### src/rtl/hpl_pkg.sv
`default_nettype none
// ----------------------------------------------------------------------------
// hpl_pkg
// Shared types and constants of the HSV palette line generator.
// ----------------------------------------------------------------------------
package hpl_pkg;

	localparam int MAX_WIDTH       = 64;
	localparam int HUE_SECTOR_SIZE = 256;
	localparam int SECTOR_BITS     = $clog2(HUE_SECTOR_SIZE);
	localparam int NUM_SECTORS     = 6;
	localparam int VAL_FRAC_BITS   = 8;   // brightness is Q.8

	localparam int HUE_BITS   = 11;
	localparam int BRT_BITS   = 9;
	localparam int WIDTH_BITS = 7;
	localparam int IDX_BITS   = 6;
	localparam int TERM_BITS  = IDX_BITS + SECTOR_BITS;

	localparam logic [HUE_BITS-1:0]   HUE_PERIOD       = HUE_BITS'(NUM_SECTORS * HUE_SECTOR_SIZE);
	localparam logic [WIDTH_BITS-1:0] LINE_WIDTH_RESET = 7'd16;

	// register index, taken from paddr[2]
	localparam logic REG_LINE_WIDTH = 1'b0;

	localparam logic [4:0] RB_MAX = 5'd31;
	localparam logic [5:0] G_MAX  = 6'd63;

	// ceil(2^20 / n): exact floor(q / n) for q below 2^13, n below 64
	localparam int RECIP_SHIFT = 20;
	localparam int RECIP_BITS  = RECIP_SHIFT + 1;
	localparam int RECIP_ONE   = 1 << RECIP_SHIFT;

	typedef logic [RECIP_BITS-1:0] recip_t;

	localparam int RECIP_TABLE [64] = '{
		0,                  (RECIP_ONE+0)/1,    (RECIP_ONE+1)/2,    (RECIP_ONE+2)/3,
		(RECIP_ONE+3)/4,    (RECIP_ONE+4)/5,    (RECIP_ONE+5)/6,    (RECIP_ONE+6)/7,
		(RECIP_ONE+7)/8,    (RECIP_ONE+8)/9,    (RECIP_ONE+9)/10,   (RECIP_ONE+10)/11,
		(RECIP_ONE+11)/12,  (RECIP_ONE+12)/13,  (RECIP_ONE+13)/14,  (RECIP_ONE+14)/15,
		(RECIP_ONE+15)/16,  (RECIP_ONE+16)/17,  (RECIP_ONE+17)/18,  (RECIP_ONE+18)/19,
		(RECIP_ONE+19)/20,  (RECIP_ONE+20)/21,  (RECIP_ONE+21)/22,  (RECIP_ONE+22)/23,
		(RECIP_ONE+23)/24,  (RECIP_ONE+24)/25,  (RECIP_ONE+25)/26,  (RECIP_ONE+26)/27,
		(RECIP_ONE+27)/28,  (RECIP_ONE+28)/29,  (RECIP_ONE+29)/30,  (RECIP_ONE+30)/31,
		(RECIP_ONE+31)/32,  (RECIP_ONE+32)/33,  (RECIP_ONE+33)/34,  (RECIP_ONE+34)/35,
		(RECIP_ONE+35)/36,  (RECIP_ONE+36)/37,  (RECIP_ONE+37)/38,  (RECIP_ONE+38)/39,
		(RECIP_ONE+39)/40,  (RECIP_ONE+40)/41,  (RECIP_ONE+41)/42,  (RECIP_ONE+42)/43,
		(RECIP_ONE+43)/44,  (RECIP_ONE+44)/45,  (RECIP_ONE+45)/46,  (RECIP_ONE+46)/47,
		(RECIP_ONE+47)/48,  (RECIP_ONE+48)/49,  (RECIP_ONE+49)/50,  (RECIP_ONE+50)/51,
		(RECIP_ONE+51)/52,  (RECIP_ONE+52)/53,  (RECIP_ONE+53)/54,  (RECIP_ONE+54)/55,
		(RECIP_ONE+55)/56,  (RECIP_ONE+56)/57,  (RECIP_ONE+57)/58,  (RECIP_ONE+58)/59,
		(RECIP_ONE+59)/60,  (RECIP_ONE+60)/61,  (RECIP_ONE+61)/62,  (RECIP_ONE+62)/63
	};

	typedef enum logic [2:0] {
		SEC_RED_YEL = 3'd0,
		SEC_YEL_GRN = 3'd1,
		SEC_GRN_CYN = 3'd2,
		SEC_CYN_BLU = 3'd3,
		SEC_BLU_MAG = 3'd4,
		SEC_MAG_RED = 3'd5
	} sector_t;

endpackage
`default_nettype wire

### src/rtl/hpl_if.sv
`default_nettype none
// ----------------------------------------------------------------------------
// hpl_if
// Stream channels of the palette line generator: hue/brightness in, pixels out.
// ----------------------------------------------------------------------------
interface hpl_in_if;
	logic        valid;
	logic        ready;
	logic [10:0] hue;
	logic [8:0]  brightness;

	modport source (output valid, hue, brightness, input ready);
	modport sink   (input valid, hue, brightness, output ready);
endinterface

interface hpl_out_if;
	logic       valid;
	logic       ready;
	logic [4:0] red;
	logic [5:0] green;
	logic [4:0] blue;
	logic [5:0] pixel_index;
	logic       last;

	modport source (output valid, red, green, blue, pixel_index, last, input ready);
	modport sink   (input valid, red, green, blue, pixel_index, last, output ready);
endinterface
`default_nettype wire

### src/rtl/hsv_palette_line_rgb565.sv
`default_nettype none
// ----------------------------------------------------------------------------
// hsv_palette_line_rgb565
// HSV palette line generator: one hue/brightness item in, line_width RGB565
// pixels out, chroma ramping from zero to full across the line.
// ----------------------------------------------------------------------------
// Usage:
//   hsv_in  : valid/ready item of hue (1/256 sector units) and brightness (Q.8).
//   pix_out : valid/ready pixel items, red/green/blue, pixel_index, last.
//   APB     : register 0 (byte 0) is line_width, 7 bits, 0 acts as 1,
//             above 64 acts as 64. Write it only while the block is idle.
// Timing:
//   A line sequencer issues one pixel per cycle, while the output is not
//   stalled, into a four-stage pipeline (pixel issue, channel terms,
//   channel products, reciprocal divide and saturate into the output reg).
//   The next item is taken in the cycle the last pixel of the current
//   line issues.
// Reset:
//   line_width returns to 16, sequencer and pipeline are emptied.
// Stall:
//   when pix_out.ready is low with a pixel waiting, every stage holds and
//   the sequencer issues no pixel; nothing is dropped or repeated.
// ----------------------------------------------------------------------------
module hsv_palette_line_rgb565
	import hpl_pkg::*;
(
	input  wire logic        clk,
	input  wire logic        arst_n,
	input  wire logic        psel,
	input  wire logic        penable,
	input  wire logic        pwrite,
	input  wire logic [2:0]  paddr,
	input  wire logic [31:0] pwdata,
	output logic      [31:0] prdata,
	output logic             pready,
	hpl_in_if.sink           hsv_in,
	hpl_out_if.source        pix_out
);

	// ---------------- configuration ----------------
	logic [WIDTH_BITS-1:0] line_width_q;

	always_ff @(posedge clk or negedge arst_n) begin
		if (!arst_n) begin
			line_width_q <= LINE_WIDTH_RESET;
		end else if (psel && penable && pwrite && paddr[2] == REG_LINE_WIDTH) begin
			line_width_q <= pwdata[WIDTH_BITS-1:0];
		end
	end

	assign pready = 1'b1;
	assign prdata = (paddr[2] == REG_LINE_WIDTH) ? {25'd0, line_width_q} : 32'd0;

	// effective width, last index and divisor n
	logic [WIDTH_BITS-1:0] width_c;
	logic [IDX_BITS-1:0]   last_idx;
	logic [IDX_BITS-1:0]   n_c;
	logic                  single;

	always_comb begin
		if (line_width_q == '0) begin
			width_c = 7'd1;
		end else if (line_width_q > WIDTH_BITS'(MAX_WIDTH)) begin
			width_c = WIDTH_BITS'(MAX_WIDTH);
		end else begin
			width_c = line_width_q;
		end
		last_idx = IDX_BITS'(width_c - 7'd1);
		single   = (width_c == 7'd1);
		// a one-pixel line acts as the last pixel of a two-pixel line
		n_c      = single ? 6'd1 : last_idx;
	end

	// ---------------- input decode ----------------
	logic [HUE_BITS-1:0]    hue_w;
	logic [SECTOR_BITS-1:0] frac_in;
	logic [SECTOR_BITS:0]   fnum_in;
	sector_t                sector_in;

	always_comb begin
		hue_w     = (hsv_in.hue >= HUE_PERIOD) ? hsv_in.hue - HUE_PERIOD : hsv_in.hue;
		sector_in = sector_t'(hue_w[HUE_BITS-1:SECTOR_BITS]);
		frac_in   = hue_w[SECTOR_BITS-1:0];
		// falling sectors count down from a full sector
		fnum_in   = hue_w[SECTOR_BITS] ? (SECTOR_BITS+1)'(HUE_SECTOR_SIZE) - {1'b0, frac_in}
		                               : {1'b0, frac_in};
	end

	// ---------------- line sequencer ----------------
	logic                busy_q;
	logic [IDX_BITS-1:0] cnt_q;
	sector_t             sector_q;
	logic [SECTOR_BITS:0] fnum_q;
	logic [BRT_BITS-1:0] bright_q;

	logic en, issue, end_line, accept;
	logic vld_s1, vld_s2, vld_s3, vld_s4;

	assign en           = !vld_s4 || pix_out.ready;
	assign issue        = busy_q && en;
	assign end_line     = (cnt_q == last_idx);
	assign hsv_in.ready = !busy_q || (issue && end_line);
	assign accept       = hsv_in.valid && hsv_in.ready;

	always_ff @(posedge clk or negedge arst_n) begin
		if (!arst_n) begin
			busy_q <= 1'b0;
			cnt_q  <= '0;
		end else if (accept) begin
			busy_q <= 1'b1;
			cnt_q  <= '0;
		end else if (issue) begin
			if (end_line) begin
				busy_q <= 1'b0;
			end else begin
				cnt_q <= cnt_q + 6'd1;
			end
		end
	end

	always_ff @(posedge clk) begin
		if (accept) begin
			sector_q <= sector_in;
			fnum_q   <= fnum_in;
			bright_q <= hsv_in.brightness;
		end
	end

	// ---------------- pipeline valids ----------------
	always_ff @(posedge clk or negedge arst_n) begin
		if (!arst_n) begin
			vld_s1 <= 1'b0;
			vld_s2 <= 1'b0;
			vld_s3 <= 1'b0;
			vld_s4 <= 1'b0;
		end else if (en) begin
			vld_s1 <= issue;
			vld_s2 <= vld_s1;
			vld_s3 <= vld_s2;
			vld_s4 <= vld_s3;
		end
	end

	// ---------------- stage 1: pixel issue ----------------
	sector_t              sector_s1;
	logic [SECTOR_BITS:0] fnum_s1;
	logic [BRT_BITS-1:0]  bright_s1;
	logic [IDX_BITS-1:0]  k_s1, nk_s1, n_s1, idx_s1;
	logic                 last_s1;

	always_ff @(posedge clk) begin
		if (en) begin
			sector_s1 <= sector_q;
			fnum_s1   <= fnum_q;
			bright_s1 <= bright_q;
			k_s1      <= single ? 6'd1 : cnt_q;
			nk_s1     <= single ? 6'd0 : last_idx - cnt_q;
			n_s1      <= n_c;
			idx_s1    <= cnt_q;
			last_s1   <= end_line;
		end
	end

	// ---------------- stage 2: channel terms ----------------
	// channel = floor(V*scale*T / (n * 2^8 * sector_size)), T per channel:
	// full n*s, rising/falling k*fnum + (n-k)*s, floor (n-k)*s
	logic [TERM_BITS-1:0] kf, tx, tz, tf, tr, tg, tb;
	logic [13:0]          v31;
	logic [14:0]          v63;

	always_comb begin
		kf  = TERM_BITS'(k_s1) * TERM_BITS'(fnum_s1);
		tz  = {nk_s1, {SECTOR_BITS{1'b0}}};
		tf  = {n_s1, {SECTOR_BITS{1'b0}}};
		tx  = kf + tz;
		v31 = {bright_s1, 5'd0} - 14'(bright_s1);
		v63 = {bright_s1, 6'd0} - 15'(bright_s1);
		case (sector_s1)
			SEC_RED_YEL: begin tr = tf; tg = tx; tb = tz; end
			SEC_YEL_GRN: begin tr = tx; tg = tf; tb = tz; end
			SEC_GRN_CYN: begin tr = tz; tg = tf; tb = tx; end
			SEC_CYN_BLU: begin tr = tz; tg = tx; tb = tf; end
			SEC_BLU_MAG: begin tr = tx; tg = tz; tb = tf; end
			SEC_MAG_RED: begin tr = tf; tg = tz; tb = tx; end
			default:     begin tr = tf; tg = tz; tb = tx; end
		endcase
	end

	logic [TERM_BITS-1:0] tr_s2, tg_s2, tb_s2;
	logic [13:0]          v31_s2;
	logic [14:0]          v63_s2;
	recip_t               recip_s2;
	logic [IDX_BITS-1:0]  idx_s2;
	logic                 last_s2;

	always_ff @(posedge clk) begin
		if (en) begin
			tr_s2    <= tr;
			tg_s2    <= tg;
			tb_s2    <= tb;
			v31_s2   <= v31;
			v63_s2   <= v63;
			recip_s2 <= RECIP_BITS'(RECIP_TABLE[n_s1]);
			idx_s2   <= idx_s1;
			last_s2  <= last_s1;
		end
	end

	// ---------------- stage 3: channel products ----------------
	localparam int QSH = VAL_FRAC_BITS + SECTOR_BITS;

	logic [27:0] ar, ab;
	logic [28:0] ag;

	always_comb begin
		ar = 28'(v31_s2) * 28'(tr_s2);
		ag = 29'(v63_s2) * 29'(tg_s2);
		ab = 28'(v31_s2) * 28'(tb_s2);
	end

	logic [27-QSH:0] qr_s3, qb_s3;
	logic [28-QSH:0] qg_s3;
	recip_t          recip_s3;
	logic [IDX_BITS-1:0] idx_s3;
	logic            last_s3;

	always_ff @(posedge clk) begin
		if (en) begin
			qr_s3    <= ar[27:QSH];
			qg_s3    <= ag[28:QSH];
			qb_s3    <= ab[27:QSH];
			recip_s3 <= recip_s2;
			idx_s3   <= idx_s2;
			last_s3  <= last_s2;
		end
	end

	// ---------------- stage 4: divide by n, saturate ----------------
	logic [32:0] pr, pb;
	logic [33:0] pg;
	logic [12:0] quo_r, quo_b;
	logic [13:0] quo_g;

	always_comb begin
		pr    = 33'(qr_s3) * 33'(recip_s3);
		pg    = 34'(qg_s3) * 34'(recip_s3);
		pb    = 33'(qb_s3) * 33'(recip_s3);
		quo_r = pr[32:RECIP_SHIFT];
		quo_g = pg[33:RECIP_SHIFT];
		quo_b = pb[32:RECIP_SHIFT];
	end

	logic [4:0]          red_s4, blue_s4;
	logic [5:0]          green_s4;
	logic [IDX_BITS-1:0] idx_s4;
	logic                last_s4;

	always_ff @(posedge clk) begin
		if (en) begin
			red_s4   <= (quo_r > 13'(RB_MAX)) ? RB_MAX : quo_r[4:0];
			green_s4 <= (quo_g > 14'(G_MAX))  ? G_MAX  : quo_g[5:0];
			blue_s4  <= (quo_b > 13'(RB_MAX)) ? RB_MAX : quo_b[4:0];
			idx_s4   <= idx_s3;
			last_s4  <= last_s3;
		end
	end

	assign pix_out.valid       = vld_s4;
	assign pix_out.red         = red_s4;
	assign pix_out.green       = green_s4;
	assign pix_out.blue        = blue_s4;
	assign pix_out.pixel_index = idx_s4;
	assign pix_out.last        = last_s4;

	// ---------------- assertions ----------------
	a_accept_starts_line: assert property (@(posedge clk) disable iff (!arst_n)
		accept |=> busy_q && cnt_q == '0)
		else $error("accepted item did not start a line at pixel zero");

	a_stall_holds_seq: assert property (@(posedge clk) disable iff (!arst_n)
		(busy_q && !en) |=> busy_q && $stable(cnt_q))
		else $error("sequencer advanced during output stall");

	a_mid_line_busy: assert property (@(posedge clk) disable iff (!arst_n)
		(issue && !end_line) |=> busy_q && cnt_q == $past(cnt_q) + 6'd1)
		else $error("line ended before its last pixel");

	a_stall_holds_pipe: assert property (@(posedge clk) disable iff (!arst_n)
		(vld_s3 && !en) |=> vld_s3 && $stable(qg_s3) && $stable(idx_s3))
		else $error("pipeline stage changed during stall");

endmodule
`default_nettype wire
### src/flat_wrapper.sv
// flat-port wrapper written by rule: the top's interface ports become plain ports
module hsv_palette_line_rgb565_flat import hpl_pkg::*;
  (clk, arst_n, psel, penable, pwrite, paddr, pwdata, prdata, pready, hsv_in_valid, hsv_in_hue, hsv_in_brightness, hsv_in_ready, pix_out_valid, pix_out_red, pix_out_green, pix_out_blue, pix_out_pixel_index, pix_out_last, pix_out_ready);
  hpl_in_if hsv_in_i ();
  hpl_out_if pix_out_i ();
  input  wire logic clk;
  input  wire logic arst_n;
  input  wire logic psel;
  input  wire logic penable;
  input  wire logic pwrite;
  input  wire logic [2:0] paddr;
  input  wire logic [31:0] pwdata;
  output logic      [31:0] prdata;
  output logic pready;
  input wire logic [$bits(hsv_in_i.valid)-1:0] hsv_in_valid;
  input wire logic [$bits(hsv_in_i.hue)-1:0] hsv_in_hue;
  input wire logic [$bits(hsv_in_i.brightness)-1:0] hsv_in_brightness;
  output wire logic [$bits(hsv_in_i.ready)-1:0] hsv_in_ready;
  output wire logic [$bits(pix_out_i.valid)-1:0] pix_out_valid;
  output wire logic [$bits(pix_out_i.red)-1:0] pix_out_red;
  output wire logic [$bits(pix_out_i.green)-1:0] pix_out_green;
  output wire logic [$bits(pix_out_i.blue)-1:0] pix_out_blue;
  output wire logic [$bits(pix_out_i.pixel_index)-1:0] pix_out_pixel_index;
  output wire logic [$bits(pix_out_i.last)-1:0] pix_out_last;
  input wire logic [$bits(pix_out_i.ready)-1:0] pix_out_ready;
  assign hsv_in_i.valid = hsv_in_valid;
  assign hsv_in_i.hue = hsv_in_hue;
  assign hsv_in_i.brightness = hsv_in_brightness;
  assign hsv_in_ready = hsv_in_i.ready;
  assign pix_out_valid = pix_out_i.valid;
  assign pix_out_red = pix_out_i.red;
  assign pix_out_green = pix_out_i.green;
  assign pix_out_blue = pix_out_i.blue;
  assign pix_out_pixel_index = pix_out_i.pixel_index;
  assign pix_out_last = pix_out_i.last;
  assign pix_out_i.ready = pix_out_ready;
  hsv_palette_line_rgb565 u_core (.clk(clk), .arst_n(arst_n), .psel(psel), .penable(penable), .pwrite(pwrite), .paddr(paddr), .pwdata(pwdata), .prdata(prdata), .pready(pready), .hsv_in(hsv_in_i), .pix_out(pix_out_i));
endmodule
### config.mk
export PLATFORM = sky130hd
export DESIGN_NAME = hsv_palette_line_rgb565_flat
export DESIGN_NICKNAME = d
export VERILOG_FILES = /design/src/rtl/hpl_pkg.sv /design/src/rtl/hpl_if.sv /design/src/rtl/hsv_palette_line_rgb565.sv /design/src/flat_wrapper.sv
export SDC_FILE = /design/constraint.sdc
export NUM_CORES = 2
export LEC_CHECK = 0
export BUFFER_PORTS_ARGS = -buffer_cell sky130_fd_sc_hd__buf_2
export CORE_UTILIZATION = 60
export DETAILED_ROUTE_END_ITERATION = 6
export HOLD_SLACK_MARGIN = 0.02
export PLACE_DENSITY = 0.88
export RECOVER_POWER = 100
export SLEW_MARGIN = 10
export SYNTH_ARGS = -nofsm -noshare
export SYNTH_HDL_FRONTEND = slang
export SYNTH_SLANG_ARGS = --single-unit
### constraint.sdc
create_clock -name clk -period 7.11 [get_ports clk]
set_input_delay 0.3555 -clock clk [delete_from_list [all_inputs] [get_ports clk]]
set_output_delay 0.3555 -clock clk [all_outputs]
set_load 0.005 [all_outputs]
==> metrics.md <==
| Metric | Value |
|---|---|
| Ys flop type | `edfxtp_1` |
| Chip width | `around 300 microns` |
| Design area | `~58,000 sq um` |
| EDFF count, synth | `249` |
| First-pass GRT wire length | `214,000 microns` |
| CTS buffer count | `30` |
| Via count | `approximately 40,000` |
| Antenna violations before repair | `1` |
| Req. time, crit path | `7.45 ns` |
| Crit path launch | `u_core.recip_s3[8]$_DFFE_PP_` |
| I/O Pins | `120` |
| Post-Route Utilization | `a little under two thirds` |
| Max_cap viols | `5` |
| Relative slew slack | `-144%` |
| Synth cell types | `just over 80` |
| Root Buffer | `clkbuf_16` |
| Port Buf Inserts | `66` |
| Mapped Cells | `about 5,900` |
| DIE AREA | `a little over 90,000 sq um` |
| Run status | `finished, violations left` |
| Syn. warnings | `0` |
| Violated checks | `max-capacitance violations, max-slew violations` |
| Vias in the first global route | `about 44,000` |
| DP Worst Slack | `between 0.2 and 0.3 ns` |
| FFs w/ async S/R, synth | `6.74%` |
| Area after DPL | `about 56,000 sq um` |
| Cell breakdown of the critical path | `buf_4 -> nand2_1 -> fa_1 -> fa_1 -> inv_1 -> fa_1 -> fa_1 -> fa_1 -> ha_1 -> nand4_1 -> a21oi_1 -> a21oi_2 -> o22ai_2 -> a21oi_2 -> or4b_1 -> or3b_1 -> a211oi_2 -> nand3_1` |
| Most common cell in the netlist | `inv_1` |
| Post-DP HPWL | `98,800 microns` |
| Dominant cell type by area after synthesis | `fa_1` |
| H-Tree Depth | `1` |
| Top cell type's share of synthesized area | `38.4%` |
| Drt first-iter violations | `roughly 3,200` |
| Placed cell count | `6,929` |
| Crit path capture type | `flop` |
| Sequential fraction of the synthesis area | `14.5%` |
| Total gr overflow | `0` |
| Syn-to-layout area delta | `5.00%` |
| Final hold viol count | `0` |
| Final WL | `~130,000 microns` |
| Via density | `approximately 5.8` |
| Clock sink count | `around 270` |
| Initial Util | `60.7%` |
| Final Setup Violations | `0` |
| DRC viols | `0` |
| Clk_skew | `between 0.03 and 0.04 ns` |
| Antenna Violating Nets Remaining | `0` |
| Post-route clock period utilization | `a little over nine tenths` |
| Final nets | `7,485` |
| First-pass iteration count of the detailed router | `6` |
| Worst slew pin tran | `around 3.6 ns` |
| Critical-path maximum fanout | `11` |
| Core Box Area | `90,300 sq um` |
| Top post-synthesis cells by count | `inv_1 (1,183), fa_1 (1,052), nand2_1 (1,032)` |
| Largest cells by area after synthesis | `fa_1 (38%), edfxtp_1 (14%), ha_1 (12%)` |
| Skew-Pair Late Insertion Delay | `around 0.63 ns` |
| Drt wl/cell | `18.3 microns` |
| All-Layer GR Usage | `~28%` |
| R2r startpoint | `u_core.recip_s3[8]$_DFFE_PP_` |
| Final worst setup slack | `0.267 ns` |
| Flops & latches, synth | `about 270` |
| Area occupied by multi-input gates | `41,200 sq um` |
| Die Span Y | `304 microns` |
| Syn Area/Cell | `approximately 9.3 sq um` |
| Pins Over Slew Limit | `~330` |
| Largest net degree at the start of global routing | `88` |
| Startpoint Class | `flop` |
| Crit-path slowest cell | `edfxtp_1` |
| Clk pin slew, worst setup/hold paths | `0.06 ns` |
| Max Freq | `between 0.1 and 0.15 GHz` |
| Largest stage delay, worst path | `0.92 ns` |
| Hold_sp | `hsv_in_hue[6]` |
| Non-filler cells, final | `around 7,000` |
| Min Tclk post-route | `between 6 and 7 ns` |
| Filler cell count | `roughly 6,700` |
| Reg area | `between 7000 and 8000 sq um` |
| Setup CP Type | `reg2reg` |
| Critical Path Most Common Cell | `fa_1` |
| Share of cells above drive strength 1 | `4.39%` |
| FP Rows | `110` |
| TritonCTS clock tree | `done` |
| Routability cong. | `0.922` |
| Clock tree buffer depth | `3` |
| Cell Area, Synth | `between 50,000 and 60,000 sq um` |
| CP arrival | `approximately 7.2 ns` |
| Hold WC Path Type | `in2reg` |
==> sequential cells by signal, summed over array words and instances (netlist names), 12 cells and up <==
register,cells
u_core.tb_s2,14
u_core.qg_s3,13
u_core.v63_s2,15
u_core.recip_s3,21
u_core.recip_s2,21
u_core.tg_s2,14
u_core.qb_s3,12
u_core.tr_s2,14
u_core.qr_s3,12
==> worst max-delay path, delay by kind of cell, from the launching register on <==
kind / cells / cell delay, ns
DFF: 1 / 0.92
buffers and inverters: 2 / 0.40
AOI/OAI and AO/OA: 5 / 1.03
adders and majority gates: 6 / 2.89
and+or+nand+nor: 5 / 1.29
==> metrics by stage <==
stage / TNS, ns / hold slack [ns]
after floorplan: 0 / 0.0599
after global placement: 0 / 0.308
after CTS: 0 / 0.0251
after detailed placement: 0 / 0.329
after global routing: -0.0196 / 0.0478
final: 0 / 0.0470
==> cell families (layout without fill, tap and decap cells) <==
family,Yosys count,count (layout),share of synthesized area (%)
compound gates,456,456,5.43
xor+xnor,111,111,1.77
fa+ha+maj,1592,1592,50.7
buf+inv,1523,1456,10.6
flops,267,267,14.5
mux,24,24,0.529
other cells,2,27,0.0137
simple gates,1923,1923,16.5
==> per-layer routing <==
layer / up-vias / GRT usage, % / share of wire, %
met5: - / 0 / 0
met2: 2119 / 49.1 / 49
li1: 17800 / - / -
met1: 20100 / 35.0 / 37
met3: 503 / 4.28 / 9.1
met4: 0 / 12.8 / 4.9
==> area by class of cell <==
class                           count  area share [%]
Inverter                         1185            7.73
Timing Repair Buffer              215            2.72
Antenna cell                        1         0.00434
Multi-Input combinational cell   4132            71.5
Clock buffer                       32            1.32
Sequential cell                   267            13.8
Tap cell                         1176            2.55
Clock inverter                     24           0.382
==> cell usage in the layout, fill, tap and decap left out, types with 20 or more instances in the layout <==
cell	Yosys	layout
a21oi_1	134	134
clkbuf_1	303	27
nand2_1	1032	1032
nand2b_1	20	20
ha_1	540	540
and2_1	528	517
conb_1	2	26
nor2b_1	30	30
nor2_1	148	148
o21ai_0	83	88
dlygate4sd3_1	0	23
xnor2_1	79	79
a21o_1	48	48
xor2_1	32	32
nand3_1	33	33
nand4_1	23	23
fa_1	1052	1052
buf_2	1	42
inv_1	1183	1183
edfxtp_1	249	249
nor3_1	51	51
buf_4	26	108
clkbuf_16	0	30
==> path summary, 6_finish.rpt <==
path / to / slack (ns) / cells past startpoint
setup / recovery: u_core.pix_out.blue[0]$_SDFFCE_PN1P_ / 0.27 / 18
hold / removal: u_core.fnum_q[8]$_SDFFCE_PN0P_ / 0.05 / 2
setup reg to reg: u_core.pix_out.blue[0]$_SDFFCE_PN1P_ / 0.27 / 18
hold reg to reg: u_core.pix_out.pixel_index[3]$_DFFE_PP_ / 0.41 / 0
max in group asynchronous: u_core.line_width_q[6]$_DFFE_PN0P_ / 6.00 / 2
min in group asynchronous: u_core.pix_out.valid$_DFFE_PN0P_ / 0.45 / 2
==> timing repair <==
action	4_1_cts	5_1_grt
hold buffers	23	0
hold endpoints to repair	39	0
gates resized for setup	0	0
endpoints found under the setup margin	0	15
buffers inserted	0	23
Power is not shown: default switching activity piles up to over one toggle a cycle in this logic, so the estimate is an artifact.
